==> src/fcds_pkg.sv <==
// shared types and constants for the flash clock divider search
package fcds_pkg;

  localparam int unsigned FreqW = 32;
  localparam int unsigned ErrW  = FreqW + 1;
  localparam int unsigned CodeW = 7;
  localparam int unsigned IdxW  = 8;

  localparam logic [FreqW-1:0] MinFreqReset = 32'd150000;
  localparam logic [FreqW-1:0] MaxFreqReset = 32'd200000;

  // configuration register indexes
  localparam logic [IdxW-1:0] RegMinFreq = 8'd0;
  localparam logic [IdxW-1:0] RegMaxFreq = 8'd1;

  // item flowing down the operand lane
  typedef struct packed {
    logic             valid;
    logic [FreqW-1:0] src;
  } op_t;

  // running best flowing down the result lane
  typedef struct packed {
    logic             valid;
    logic [ErrW-1:0]  err;
    logic [CodeW-1:0] best;
    logic             have;
  } acc_t;

  // window settings broadcast to every cell
  typedef struct packed {
    logic [FreqW-1:0] lo;
    logic [FreqW-1:0] hi;
    logic [FreqW-1:0] target;
  } win_t;

endpackage

==> src/fcds_cell.sv <==
// one cell of the search chain: evaluates a single divider code
module fcds_cell #(
  parameter int CODE = 0
) (
  input  logic          clk,
  input  logic          rst_n,
  input  fcds_pkg::win_t win,
  input  fcds_pkg::op_t  op_in,
  input  fcds_pkg::acc_t acc_in,
  output fcds_pkg::op_t  op_out,
  output fcds_pkg::acc_t acc_out
);
  import fcds_pkg::*;

  localparam int K        = (CODE % 64) + 1;
  localparam bit PRESCALE = ((CODE / 64) % 2) == 1;
  localparam bit DEAD     = CODE >= 128;
  localparam logic [FreqW-1:0] Magic   = 32'((64'd1 << 32) / K);
  localparam logic [6:0]       KVal    = 7'(K);
  localparam logic [CodeW-1:0] CodeLow = 7'(CODE % 128);

  op_t  op_r;
  acc_t acc_r;
  acc_t acc_nxt;

  logic [FreqW-1:0]   base;
  logic [2*FreqW-1:0] prod;
  logic [FreqW+6:0]   qk_full;
  logic [FreqW-1:0]   rem;
  logic [FreqW-1:0]   f_nxt;
  logic [FreqW-1:0]   d_nxt;
  logic               win_nxt;

  logic [FreqW-1:0] s1_q0_r, s1_base_r;
  logic [FreqW-1:0] s2_q0_r, s2_base_r, s2_qk_r;
  logic [FreqW-1:0] s3_f_r;
  logic [FreqW-1:0] s4_d_r;
  logic             s4_win_r;

  // reciprocal estimate is exact or one low
  always_comb begin
    base = PRESCALE ? {3'b000, op_in.src[FreqW-1:3]} : op_in.src;
    prod = base * Magic;
  end

  always_comb begin
    qk_full = s1_q0_r * KVal;
    rem     = s2_base_r - s2_qk_r;
    f_nxt   = s2_q0_r + {31'd0, (rem >= {25'd0, KVal})};
    win_nxt = !DEAD && (s3_f_r > win.lo) && (s3_f_r <= win.hi);
    d_nxt   = (s3_f_r >= win.target) ? (s3_f_r - win.target) : (win.target - s3_f_r);
  end

  always_ff @(posedge clk) begin
    s1_q0_r   <= (K == 1) ? base : prod[2*FreqW-1:FreqW];
    s1_base_r <= base;
    s2_q0_r   <= s1_q0_r;
    s2_base_r <= s1_base_r;
    s2_qk_r   <= qk_full[FreqW-1:0];
    s3_f_r    <= f_nxt;
    s4_d_r    <= d_nxt;
    s4_win_r  <= win_nxt;
  end

  // result lane trails the operand lane by the s1 to s4 stage registers
  always_comb begin
    acc_nxt = acc_in;
    if (s4_win_r && ({1'b0, s4_d_r} < acc_in.err)) begin
      acc_nxt.err  = {1'b0, s4_d_r};
      acc_nxt.best = CodeLow;
      acc_nxt.have = 1'b1;
    end
  end

  always_ff @(posedge clk) begin
    if (!rst_n) begin
      op_r.valid  <= 1'b0;
      acc_r.valid <= 1'b0;
    end else begin
      op_r.valid  <= op_in.valid;
      acc_r.valid <= acc_in.valid;
    end
    op_r.src   <= op_in.src;
    acc_r.err  <= acc_nxt.err;
    acc_r.best <= acc_nxt.best;
    acc_r.have <= acc_nxt.have;
  end

  assign op_out  = op_r;
  assign acc_out = acc_r;

endmodule

==> config.mk <==
export PLATFORM = sky130hd
export DESIGN_NAME = fcds_cell
export DESIGN_NICKNAME = d
export VERILOG_FILES = /design/src/fcds_pkg.sv /design/src/fcds_cell.sv
export SDC_FILE = /design/constraint.sdc
export NUM_CORES = 1
export LEC_CHECK = 0
export BUFFER_PORTS_ARGS = -buffer_cell sky130_fd_sc_hd__buf_4
export CAP_MARGIN = 20
export CORE_MARGIN = 2
export CORE_UTILIZATION = 30
export DETAILED_ROUTE_END_ITERATION = 10
export PLACE_DENSITY_LB_ADDON = 0.15
export RECOVER_POWER = 50
export REMOVE_ABC_BUFFERS = 1
export SYNTH_ARGS = -nofsm -noshare
export SYNTH_HDL_FRONTEND = slang
export SYNTH_SLANG_ARGS = --single-unit
==> constraint.sdc <==
create_clock -name clk -period 5.2 [get_ports clk]
set_clock_uncertainty 0.2 [all_clocks]
set_input_delay 0.52 -clock clk [delete_from_list [all_inputs] [get_ports clk]]
set_output_delay 0.52 -clock clk [all_outputs]
set_load 0.02 [all_outputs]
==> metrics.md <==
| Metric | Value |
|---|---|
| Overall power | 4.00 mW |
| Global route total overflow | 0 |
| Post-synth top cells | dfxtp_1, inv_1, ha_1 |
| Placed cell areas | 0.0123 mm2 |
| Die width | 187 um |
| Number of synthesized flops with an enable pin | 0 |
| # rows | 66 |
| Max Freq | 274 MHz |
| Post-Place Worst Slack | 1.33 ns |
| Clock slew at reported path FFs | 0.07 ns |
| Area contributors post-synth | dfxtp_1, ha_1, inv_1, a21o_1, a21oi_1 |
| Via count | 8339 |
| Via density | 4.57 |
| Kind of critical path | reg -> reg |
| Hold Path Stages | 2 |
| Placed Instances | 1759 |
| Seq cells post-synth | 172 |
| CTS Buffer Depth | 2 |
| Crit Reg-Reg Startpoint | s3_f_r[1]$_DFF_P_ |
| CP Cell Sequence | inv_1, fa_1, nor2b_1, o31ai_1, a211oi_1, o211ai_2, a22oi_4, mux2_1, a31oi_1, xnor2_1 |
| First DRT Iteration DRCs | 337 |
| YS warnings | 0 |
| Slowest cell on the critical path | a22oi_4 |
| Drt pass-1 iters | 7 |
| Yosys top cell area share | 0.344 |
| VDD IR-drop max | 0.251 mV |
| Placeable core area | 0.0327 mm2 |
| Power per cell area | 305 mW/mm2 |
| ANT cells | 0 |
| RSZ-0062 raised after global routing | false |
| Worst R2R End | s4_d_r[23]$_DFF_P_ |
| Crit path max fanout | 28 |
| Setup ws final | 1.55 ns |
| Initial Utilization | 0.306 |
| Routability-driven placement congestion ratio | 0.864 |
| Util after Layout | 0.400 |
| Die footprint | 0.0349 mm2 |
| CTS tree | done |
| Initial antenna violation count | 0 |
| Chip Height | 187 um |
| Later-pin clock latency in the skew report | 0.45 ns |
| Filler instances | 3383 |
| Synth unique cells | 71 |
| Vias in the first global route | 8391 |
| Drt wl/cell | 15.2 um |
| Seq/Total Area, Yosys | 0.344 |
| Final Max Tran Viols | 0 |
| Layout Cells excl Fill | 1823 |
| Hold Buf Count CTS | 32 |
| Worst hold path startpoint | acc_in[0] |
| Final wirelength | 27700 um |
| Hold Path Sink | acc_out[0]$_SDFF_PP1_ |
| Status | completed |
| Critical Path RT | 5.37 ns |
| First-pass GRT wire length | 44000 um |
| Clk sink count | 172 |
| Top-count cell post-synth | dfxtp_1 |
| Layout area overhead | 30.7% |
| Critical Path AT | 3.82 ns |
| Crit. End Element | flop |
| Nature of the critical path startpoint | flop |
| Min Tclk post-route | 3.65 ns |
| Syn_area_per_cell | 9.11 um2 |
| CTS buffer count | 17 |
| P_leak | 6.73 nW |
| CTS H-Tree Depth | 4 |
| CP max stage delay | 0.69 ns |
| Number of post-CTS setup repair buffers | 0 |
| HPWL after detailed placement | 22800 um |
| Layout cells sized above 1 | 0.223 |
| CTS resizes | 0 |
| I/O Buffers | 247 |
| WHS | 0.0646 ns |
| Rel. slew slack | 0.452 |
| Cell taking the most area after synthesis | dfxtp_1 |
| Worst R2R Path Depth | 10 |
| GRT Resource Usage Total | 0.160 |
| Largest net degree at the start of global routing | 34 |
| Worst hold path type | in -> reg |
| Post-route ant nets | 0 |
| Async SR Flop Fraction | 0 |
| Maxcap violations | 0 |
| Setup TNS | 0 ns |
| Post-Syn Area | 0.0100 mm2 |
| Synth Instances | 1100 |
| Endpoints failing setup | 0 |
| Io pins | 248 |
| Final hold violations | 0 |
| Fin crit share | 0.701 |
| Root buf cell | clkbuf_16 |
| # DRC | 0 |
| Layout net count | 1701 |
| Worst R2R Setup Slack | 1.55 ns |
| Main synth FF type | dfxtp_1 |
| Tightest Pin Transition | 0.821 ns |
| Design Area, Final | 0.0131 mm2 |
## kinds of logic after synthesis
family / count (synthesis) / share of synthesized area
buffers and inverters: 199 / 0.0804
muxes: 40 / 0.0442
AOI/OAI and AO/OA: 290 / 0.196
xor gates and xnor gates: 28 / 0.0245
DFF: 172 / 0.344
adders and majority gates: 160 / 0.201
and+or+nand+nor: 211 / 0.110
## sequential cells by signal (all words and copies together), names as in the netlist
register,count
s2_qk_r,32
s4_win_r,1
op_out,33
s3_f_r,32
acc_out,42
s4_d_r,32
## cell usage in the layout, fill, tap and decap left out, drive strengths merged, types with 5 or more instances in the layout
cell type / synthesis / final
xor2: 12 / 12
o21bai: 6 / 6
nor2b: 16 / 16
nor3: 14 / 14
nand3: 10 / 10
or3: 5 / 5
nor4: 9 / 9
o21ai: 46 / 46
and3: 13 / 13
xnor2: 16 / 16
a21o: 75 / 75
nand2: 40 / 40
dlygate4sd3: 0 / 32
dfxtp: 172 / 172
buf: 28 / 192
nand2b: 9 / 9
nand4: 33 / 33
a211oi: 10 / 10
mux2i: 6 / 6
o31ai: 7 / 7
a31oi: 8 / 8
ha: 158 / 158
o21a: 7 / 7
clkbuf: 4 / 78
nor2: 43 / 43
a21oi: 89 / 89
o211ai: 9 / 9
inv: 167 / 170
mux2: 34 / 34
and2: 6 / 6
## worst max-delay path, delay by kind of cell (launching register included)
family / cells / cell delay (ns)
AND/OR/NAND/NOR: 1 / 0.17
XOR/XNOR: 1 / 0.14
multiplexers: 1 / 0.38
buffers and inverters: 1 / 0.13
adder cells (fa/ha/maj): 1 / 0.43
AO/OA/AOI/OAI: 5 / 1.63
flip-flops: 1 / 0.49
## layout make-up
type / count / area (um2) / area share
Multi-Input combinational cell: 729 / 5780 / 0.441
Inverter: 167 / 627 / 0.0479
Sequential cell: 172 / 3440 / 0.263
Timing Repair Buffer: 281 / 2100 / 0.161
Tap cell: 442 / 553 / 0.0422
Clock inverter: 11 / 134 / 0.0102
Clock buffer: 21 / 460 / 0.0352
## power by group
part           internal (mW)  switching (mW)  total [mW]
Sequential              1.49           0.102        1.59
Clock                  0.738           0.546        1.28
Combinational          0.527           0.594        1.12
## how the worst max path moves through the flow
stage / start / end / slack, ns / cells past startpoint
floorplan: acc_in[34] / acc_out[10]$_DFF_P_ / 1.09 / 10
global placement: win[0] / s4_d_r[23]$_DFF_P_ / 1.37 / 11
detailed placement: win[0] / s4_d_r[23]$_DFF_P_ / 1.33 / 11
CTS: s3_f_r[0]$_DFF_P_ / s4_d_r[23]$_DFF_P_ / 1.54 / 11
global route: s3_f_r[1]$_DFF_P_ / s4_d_r[23]$_DFF_P_ / 1.32 / 10
finish: s3_f_r[1]$_DFF_P_ / s4_d_r[23]$_DFF_P_ / 1.55 / 10
## layer usage
metal | vias to the layer above | share of wire | global-route usage | wire length [um]
met3 | 23 | 0.062 | 0.0474 | 1720
li1 | 4372 | - | - | -
met5 | - | 0 | 0 | 0
met4 | 0 | 0.015 | 0.0537 | 410
met2 | 222 | 0.44 | 0.246 | 12100
met1 | 3722 | 0.48 | 0.213 | 13400
No activity file was read; power rests on OpenSTA's default activity.
